`src/hw/rtl/triangle_setup_normals_macros.svh`:
```
// ----------------------------------------------------------------------------
// Triangle setup normals: assertion macros
// Concurrent assertion shorthands clocked on clock and disabled in reset.
// ----------------------------------------------------------------------------
`ifndef TRIANGLE_SETUP_NORMALS_MACROS_SVH
`define TRIANGLE_SETUP_NORMALS_MACROS_SVH
`ifndef NO_ASSERTIONS
`define TSN_ASSERT(label, expr, msg) \
   label: assert property (@(posedge clock) disable iff (reset) (expr)) else $error(msg);
`define TSN_ASSERT_IMPLY(label, ante, cons, msg) \
   label: assert property (@(posedge clock) disable iff (reset) (ante) |-> (cons)) \
      else $error(msg);
`else
`define TSN_ASSERT(label, expr, msg)
`define TSN_ASSERT_IMPLY(label, ante, cons, msg)
`endif
`endif

```
`src/hw/rtl/tsn_pkg.sv`:
```
// ----------------------------------------------------------------------------
// Triangle setup normals: package
// Shared constants, result codes and the status records between modules.
// ----------------------------------------------------------------------------
package tsn_pkg;

   localparam int VEC_WIDTH  = 32;
   localparam int AREA_WIDTH = 52;
   localparam int UNIT_FRAC  = 30;
   localparam int QUOT_BITS  = 31;

   localparam logic [1:0] KIND_NORMAL = 2'd0;
   localparam logic [1:0] KIND_AB     = 2'd1;
   localparam logic [1:0] KIND_BC     = 2'd2;
   localparam logic [1:0] KIND_CA     = 2'd3;

   localparam logic [AREA_WIDTH-1:0] AREA_MAX = '1;

   localparam int QDEPTH = 4;
   localparam int QPTR_W = 2;
   localparam int QCNT_W = 3;

   typedef struct packed {
      logic [QCNT_W-1:0] count;
      logic              full;
      logic              empty;
   } q_stat_type;

   typedef struct packed {
      logic [1:0] kind;
      logic       degenerate;
      logic       last;
   } res_ctl_type;

endpackage

```
`src/hw/rtl/tsn_queue.sv`:
```
// ----------------------------------------------------------------------------
// Triangle setup normals: item queue
// Short first-in first-out buffer between the front end and the back end.
// ----------------------------------------------------------------------------
module tsn_queue #(
   parameter int DATA_WIDTH = 8
) (
   input  logic                  clock,
   input  logic                  reset,
   input  logic                  push,
   input  logic [DATA_WIDTH-1:0] push_data,
   input  logic                  pop,
   output logic [DATA_WIDTH-1:0] head,
   output tsn_pkg::q_stat_type   q_stat
);

   logic [DATA_WIDTH-1:0]          mem_ff [0:tsn_pkg::QDEPTH-1];
   logic [tsn_pkg::QPTR_W-1:0]     wr_ff, wr_in, rd_ff, rd_in;
   logic [tsn_pkg::QCNT_W-1:0]     cnt_ff, cnt_in;

   always_comb begin
      wr_in  = push ? wr_ff + 1'b1 : wr_ff;
      rd_in  = pop ? rd_ff + 1'b1 : rd_ff;
      cnt_in = cnt_ff + tsn_pkg::QCNT_W'(push) - tsn_pkg::QCNT_W'(pop);
   end

   assign head         = mem_ff[rd_ff];
   assign q_stat.count = cnt_ff;
   assign q_stat.full  = cnt_ff == tsn_pkg::QCNT_W'(tsn_pkg::QDEPTH);
   assign q_stat.empty = cnt_ff == '0;

   always_ff @(posedge clock) begin
      if (reset) begin
         wr_ff  <= '0;
         rd_ff  <= '0;
         cnt_ff <= '0;
      end else begin
         wr_ff  <= wr_in;
         rd_ff  <= rd_in;
         cnt_ff <= cnt_in;
      end
      if (push) begin
         mem_ff[wr_ff] <= push_data;
      end
   end

endmodule

```
`config.mk`:
```
export PLATFORM = sky130hd
export DESIGN_NAME = tsn_queue
export DESIGN_NICKNAME = d
export VERILOG_FILES = /design/src/hw/rtl/triangle_setup_normals_macros.svh /design/src/hw/rtl/tsn_pkg.sv /design/src/hw/rtl/tsn_queue.sv
export SDC_FILE = /design/constraint.sdc
export NUM_CORES = 1
export LEC_CHECK = 0
export BUFFER_PORTS_ARGS = -buffer_cell sky130_fd_sc_hd__buf_2
export CORE_ASPECT_RATIO = 1.2
export CORE_MARGIN = 1.5
export CORE_UTILIZATION = 45
export DETAILED_ROUTE_END_ITERATION = 10
export MAX_ROUTING_LAYER = met4
export PLACE_DENSITY = 0.7
export SKIP_CTS_REPAIR_TIMING = 1
export SYNTH_ARGS = -nofsm -noshare
export SYNTH_HDL_FRONTEND = slang
export SYNTH_SLANG_ARGS = --single-unit
export TNS_END_PERCENT = 10
```
`constraint.sdc`:
```
create_clock -name clock -period 4.8 [get_ports clock]
set_input_delay 0.24 -clock clock [delete_from_list [all_inputs] [get_ports clock]]
set_output_delay 0.24 -clock clock [all_outputs]
set_load 0.02 [all_outputs]
```
==> metrics.md, run 1 <==
| Metric | Value |
|---|---|
| Area share of the largest cell type after synthesis | 60.2% |
| Fin Clk Skew | 0.00225 ns |
| Die Height | 68.3 microns |
| Vias in the first global route | 815 |
| Layout area overhead | 15.8% |
| Ant. Diodes | 0 |
| Critical path cell sequence | mux4_2 -> buf_2 |
| Gpl congestion | 0.689 |
| Pre-CTS WS | ~3.0 ns |
| Avg WL per Cell | between 15 and 20 microns |
| Tmin final | 1.99 ns |
| Drt first-iter violations | 18 |
| Max-Slew Margin vs Limit | between 60% and 70% |
| #FFs+latches synth | 41 |
| Initial core utilization | 47.4% |
| Residual DRC | 0 |
| Worst vdd ir | 0.000282 V |
| Worst-path clk slew | 0.07 ns |
| CTS Buffer Depth | 2 |
| Final Util | 54.9% |
| Worst setup margin | 2.81 ns |
| Top-count cell post-synth | edfxtp_1 |
| Power Density | 430 nW/um^2 |
| Critical Path Max Stage Delay | 0.69 ns |
| Post-synth EDFFs | 32 |
| Worst flop-to-flop path startpoint | cnt_ff[0]$_SDFF_PP0_ |
| Area leader, netlist | edfxtp_1 |
| Actual slew at the worst max-slew pin | 0.582 ns |
| Ys flop type | edfxtp_1 |
| Worst path slowest cell | dfxtp_1 |
| Die ar. | a little under 4000 sq um |
| Hold path cells | 1 |
| WL final | 2340 microns |
| Commonest cells in the netlist | edfxtp_1 (32), dfxtp_1 (9), mux4_2 (8), ha_1 (6), inv_1 (6) |
| Worst-case reg-to-reg path depth | 7 |
| Mapped Cells | 84 |
| RSZ-0062 raised after global routing | no |
| Dpl hpwl | between 1500 and 2000 microns |
| Met3 Usage GRT | 5.86% |
| Post-Syn Area per Cell | about 19 sq um |
| Run status | completed |
| Final Setup Violations | 0 |
| IO Pins | 25 |
| Clk_lat worst skew | 0.29 ns |
| Gr busiest metal | met2 |
| Pin count of the biggest net entering global routing | 13 |
| Yosys warning total | 0 |
| Hold path startpoint | push_data[3] |
| Chip width | 57.4 microns |
| Netlist cell types | 19 |
| Synth area leaders | edfxtp_1 (60%), dfxtp_1 (11%), mux4_2 (11%) |
| Final nets | 132 |
| WS Path Type | reg2out |
| Worst EP required | 4.56 ns |
| Crit. End Element | output port |
| FF-to-FF End | cnt_ff[2]$_SDFF_PP0_ |
| CTS Root Buffer Type | clkbuf_8 |
| Met2 Resource Use GR | a little under a quarter |
| FMAX | 502 MHz |
| Via/cell ratio | about 5.2 |
| CP Data Arrival Time | 1.75 ns |
| Number of max-cap violations | 0 |
| LEAKAGE | roughly 0.0007 uW |
| FP Rows | 23 |
| Initial antenna violation count | 0 |
| Share of cells above drive strength 1 | between 30 and 40% |
| # port buffers | 24 |
| Tot GR Track Use | 15.4% |
| Register area share after synthesis | a little under three quarters |
| Global-route wire length before repair | 3950 microns |
| Maximum fanout along the worst path | 8 |
| Final setup TNS | 0 ns |
| Syn Nets | 103 |
| Vias post-DR | between 700 and 800 |
| H-tree levels | 2 |
| Hold Violations, Final | 0 |
| Post-DRT Antenna Nets | 0 |
| Met1 usage | 16.9% |
| Asr flop ratio synth | 0% |
| Core Area | 3370 sq um |
| Total iterations of the first detailed-routing run | 3 |
| Remaining global-route overflow | 0 |
| Final Cycle Share | 41.5% |
| Worst Hold End | mem_ff[0][3]$_DFFE_PP_ |
| Startpoint Class | flop |
| CTS tree | done |
| R2r setup slk | a little over 3 ns |
| Total clock sinks | 41 |
| Num CTS Buffers | 5 |
| Count of final max-slew check failures | 0 |
| Syn Std Cell Area | 1600 sq um |
| Worst Hold Class | in2reg |
-- critical path: cells and delay by family (launching register included) --
kind | cells | cell delay (ns)
flip-flops | 1 | 0.69
multiplexers | 1 | 0.59
buffers and inverters | 1 | 0.18
-- metal layers --
metal | vias up | share of wire, %
met2 | 25 | 48
met1 | 387 | 44
met4 | 0 | 2.6
met3 | 5 | 5.2
li1 | 369 | -
met5 | - | 0
-- flip-flops by register name (all words and copies together), names as in the netlist, named ones only --
register and cells:
mem_ff 32, wr_ff 2, cnt_ff 3, rd_ff 2
-- worst max path at each step --
| stage | slack, ns | start | endpoint |
|---|---|---|---|
| final | 2.81 | flop | head[0] |
| after floorplan | 2.96 | cnt_ff[0]$_SDFF_PP0_ | cnt_ff[2]$_SDFF_PP0_ |
| after detailed placement | 3.02 | cnt_ff[0]$_SDFF_PP0_ | cnt_ff[2]$_SDFF_PP0_ |
| after CTS | 2.75 | flop | head[0] |
| after global placement | 3.08 | pop | cnt_ff[2]$_SDFF_PP0_ |
| after global routing | 2.70 | flop | head[0] |
-- cell families (layout without fill, tap and decap cells) --
kind of cell / count (synthesis) / in the layout / share of synthesized area [%]
simple gates: 14 / 14 / 4.70
mux: 9 / 9 / 11.9
fa+ha+maj: 7 / 7 / 5.96
flops: 41 / 41 / 71.5
compound gates: 2 / 2 / 0.940
buf+inv: 8 / 38 / 2.43
xor+xnor: 3 / 3 / 2.59
-- power by group --
group | switching [uW] | total [uW] | internal, uW
Sequential | 19.2 | 427 | 408
Combinational | 67.0 | 128 | 61.3
Clock | 109 | 238 | 130
Total | 195 | 794 | 599
-- cell type report --
type / instances / area, sq um
repair buffers: 24 / 120
inverters: 6 / 22.5
fillers: 270 / 1520
clock buffers: 7 / 96.3
well taps: 37 / 46.3
clock inverters: 1 / 5.00
multi-input cells: 35 / 417
flip-flops and latches: 41 / 1140
-- through the flow --
step | hold WS [ns] | instance area [sq um] | std cells | power, uW
floorplan | 0.312 | 1600 | 84 | 524
global placement | 0.451 | 1750 | 143 | 560
detailed placement | 0.459 | 1750 | 143 | 565
CTS | 0.149 | 1850 | 151 | 805
global route | 0.154 | 1850 | 151 | 835
finish | 0.161 | 1850 | 151 | 794
-- cell usage in the layout, fill, tap and decap left out --
master,instances
and3_1,1
and2_1,4
inv_1,6
clkbuf_8,7
a21oi_1,1
nor2b_1,2
mux4_2,8
buf_2,24
dfxtp_1,9
ha_1,6
edfxtp_1,32
xor3_1,1
nor2_1,5
nor3_1,1
nand3b_1,1
a21bo_2,1
clkinv_2,1
xnor2_1,2
fa_1,1
mux2i_1,1
Note: power is estimated with default switching activity, not from simulation.
==> run 2: changes to the inputs <==
--- a/config.mk
+++ b/config.mk
@@ -11,7 +11,7 @@
 export CORE_UTILIZATION = 45
 export DETAILED_ROUTE_END_ITERATION = 10
 export MAX_ROUTING_LAYER = met4
-export PLACE_DENSITY = 0.7
+export PLACE_DENSITY = 0.72
 export SKIP_CTS_REPAIR_TIMING = 1
 export SYNTH_ARGS = -nofsm -noshare
 export SYNTH_HDL_FRONTEND = slang
==> constraint.sdc (replaced) <==
create_clock -name clock -period 1.8 [get_ports clock]
set_input_delay 0.09 -clock clock [delete_from_list [all_inputs] [get_ports clock]]
set_output_delay 0.09 -clock clock [all_outputs]
set_load 0.02 [all_outputs]
==> run 2 against run 1 <==
  * Global-route usage is 2.1 points lower
  * Cell area is 0.95% higher
  * Worst setup slack worse by 2.6 ns
  * Clock-buffer cell count is 2 lower
  * Clock skew is 0.0023 ns higher
  * Critical path type is now reg2reg
  * Worst hold slack worse by 0.15 ns
  * Clock power grew to 2.9 times the previous value
  * Combinational power grew to 2.8 times the previous value
  * Core utilization is 0.52 points higher
  * Power grew to 2.8 times the previous value
==> metrics.md, run 2 (synthesized netlist as in run 1, its figures left out) <==
| Metric | Value |
|---|---|
| Via/cell ratio | 5.19 (was 5.21) |
| Largest regs | mem_ff x32, cnt_ff x3 (unchanged) |
| Worst vdd ir | 0.000765 V (was 0.000282 V) |
| Origin of the worst setup path | cnt_ff[0]$_SDFF_PP0_ |
| Vias post-DR | 789 (was 786) |
| Pin count of the biggest net entering global routing | 14 (was 13) |
| Final nets | 133 (was 132) |
| Chip width | 57.4 microns (unchanged) |
| Run status | completed (unchanged) |
| Worst-path clk slew | 0.08 ns (was 0.07 ns) |
| Hold path startpoint | push_data[0] (was push_data[3]) |
| Die Height | 68.3 microns (unchanged) |
| Crit. End Element | flop (was output port) |
| Buf/Inv on CP | 2 (was 1) |
| WS Path Type | reg2reg (was reg2out) |
| Residual DRC | 0 (unchanged) |
| # port buffers | 24 (unchanged) |
| Drt first-iter violations | 17 (was 18) |
| Dpl hpwl | 1590 microns (about the same) |
| FMAX | 625 MHz |
| CTS Buffer Depth | 2 (unchanged) |
| Power Density | 1180 nW/um^2 (was 430 nW/um^2) |
| CP Data Arrival Time | 1.78 ns (was 1.75 ns) |
| FP Rows | 23 (unchanged) |
| Count of final max-slew check failures | 0 (unchanged) |
| Fin Clk Skew | 0.00453 ns (was 0.00225 ns) |
| Vias in the first global route | 761 (was 815) |
| Maximum fanout along the worst path | 3 (was 8) |
| Core Area | 3370 sq um (unchanged) |
| Worst Hold Class | in2reg (unchanged) |
| Fin cells | 152 (was 151) |
| Initial antenna violation count | 0 (unchanged) |
| Worst setup margin | 0.200 ns (was 2.81 ns) |
| Clk_lat worst skew | 0.29 ns (about the same) |
| Top Family by Delay on Critical Path | adder cells (was flip-flops) |
| Final setup TNS | 0 ns (unchanged) |
| Max-Slew Margin vs Limit | 72.0% (was 61.1%) |
| Remaining global-route overflow | 0 (unchanged) |
| Hold Violations, Final | 0 (unchanged) |
| WHS | 0.0105 ns (was 0.161 ns) |
| WL final | 2310 microns (was 2340 microns) |
| Tmin final | 1.60 ns |
| Total clock sinks | 41 (unchanged) |
| Number of max-cap violations | 0 (unchanged) |
| RSZ-0062 raised after global routing | no (unchanged) |
| Total iterations of the first detailed-routing run | 3 (unchanged) |
| Startpoint Class | flop (unchanged) |
| Final Setup Violations | 0 (unchanged) |
| Worst flop-to-flop path startpoint | cnt_ff[0]$_SDFF_PP0_ (unchanged) |
| Avg WL per Cell | 15.2 microns (was 15.5 microns) |
| Ant. Diodes | 0 (unchanged) |
| Number of flip-flops under the largest register name | 32 (unchanged) |
| Num CTS Buffers | 5 (unchanged) |
| Share of cells above drive strength 1 | 36.5% (was 36.0%) |
| Most common cell after layout, fill and taps aside | edfxtp_1 (unchanged) |
| Final Cycle Share | 88.9% |
| Critical path cell sequence | inv_1 -> ha_1 -> inv_1 -> ha_1 -> fa_1 -> xor3_1 -> nor2_1 (was mux4_2 -> buf_2) |
| Post-DRT Antenna Nets | 0 (unchanged) |
| Critical Path Max Stage Delay | 0.38 ns (was 0.69 ns) |
| LEAKAGE | 0.000701 uW (was 0.000697 uW) |
| Tot GR Track Use | 13.3% (was 15.4%) |
| CTS tree | done (unchanged) |
| Gpl congestion | 0.631 (was 0.689) |
| H-tree levels | 2 (unchanged) |
| CTS Root Buffer Type | clkbuf_8 (unchanged) |
| Most frequent cells in the layout | edfxtp_1 (32), buf_2 (24), mux4_2 (8), dfxtp_1 (8) (was edfxtp_1 (32), buf_2 (24), dfxtp_1 (9), mux4_2 (8), clkbuf_8 (7)) |
| Die ar. | 3920 sq um (unchanged) |
| Worst path slowest cell | fa_1 (was dfxtp_1) |
| Final Util | 55.4% (was 54.9%) |
| Global-route wire length before repair | 3510 microns (was 3950 microns) |
| Pre-CTS WS | 0.0519 ns (was 3.02 ns) |
| Worst EP required | 1.98 ns (was 4.56 ns) |
| IO Pins | 25 (unchanged) |
| Largest reg by FF count | mem_ff (unchanged) |
| Initial core utilization | 47.4% (unchanged) |
| Layout area overhead | 16.8% (was 15.8%) |
| Inst Count DP | 144 (was 143) |
| Actual slew at the worst max-slew pin | 0.420 ns (was 0.582 ns) |
[run 2: cell types whose count changed in the layout (fill, tap and decap cells not counted)]
cell / delta
bufinv_16: +1
dfxtp_1: -1
dfxtp_2: +1
buf_4: +1
clkinv_2: -1
clkbuf_8: -2
clkinv_1: +1
clkinvlp_4: +1
[run 2: path summary, 6_finish.rpt]
check,end,slack (ns),depth (start not counted)
hold / removal,mem_ff[1][0]$_DFFE_PP_,0.01,1
hold reg to reg,flop,0.55,2
setup reg to reg,cnt_ff[2]$_SDFF_PP0_,0.20,7
setup / recovery,cnt_ff[2]$_SDFF_PP0_,0.20,7
[run 2: per-stage QoR]
step	cell area, sq um	total power [uW]
final	1870	2190
after floorplan	1600	1400
after CTS	1870	2210
after detailed placement	1760	1520
after global routing	1870	2280
after global placement	1760	1500
[run 2: layout make-up]
type | instances | area, sq um
repair buffers | 25 | 128
clock buffers | 5 | 68.8
well taps | 37 | 46.3
inverters | 6 | 22.5
multi-input cells | 35 | 417
flip-flops and latches | 41 | 1140
fillers | 279 | 1500
clock inverters | 3 | 41.3
[run 2: power by group]
| part | switching, uW | leakage, uW | internal, uW |
|---|---|---|---|
| sequential | 42.0 | 0.000369 | 1090 |
| combinational | 193 | 0.000280 | 170 |
| clock | 294 | 0.0000518 | 408 |
| total | 528 | 0.000701 | 1670 |
[run 2: layer usage]
layer,up-vias,global-route usage (%),share of wire [%]
met5,-,-,0
met4,0,6.98,2.0
met3,5,3.97,5.4
met2,24,22.4,52
li1,372,-,-
met1,388,14.1,40
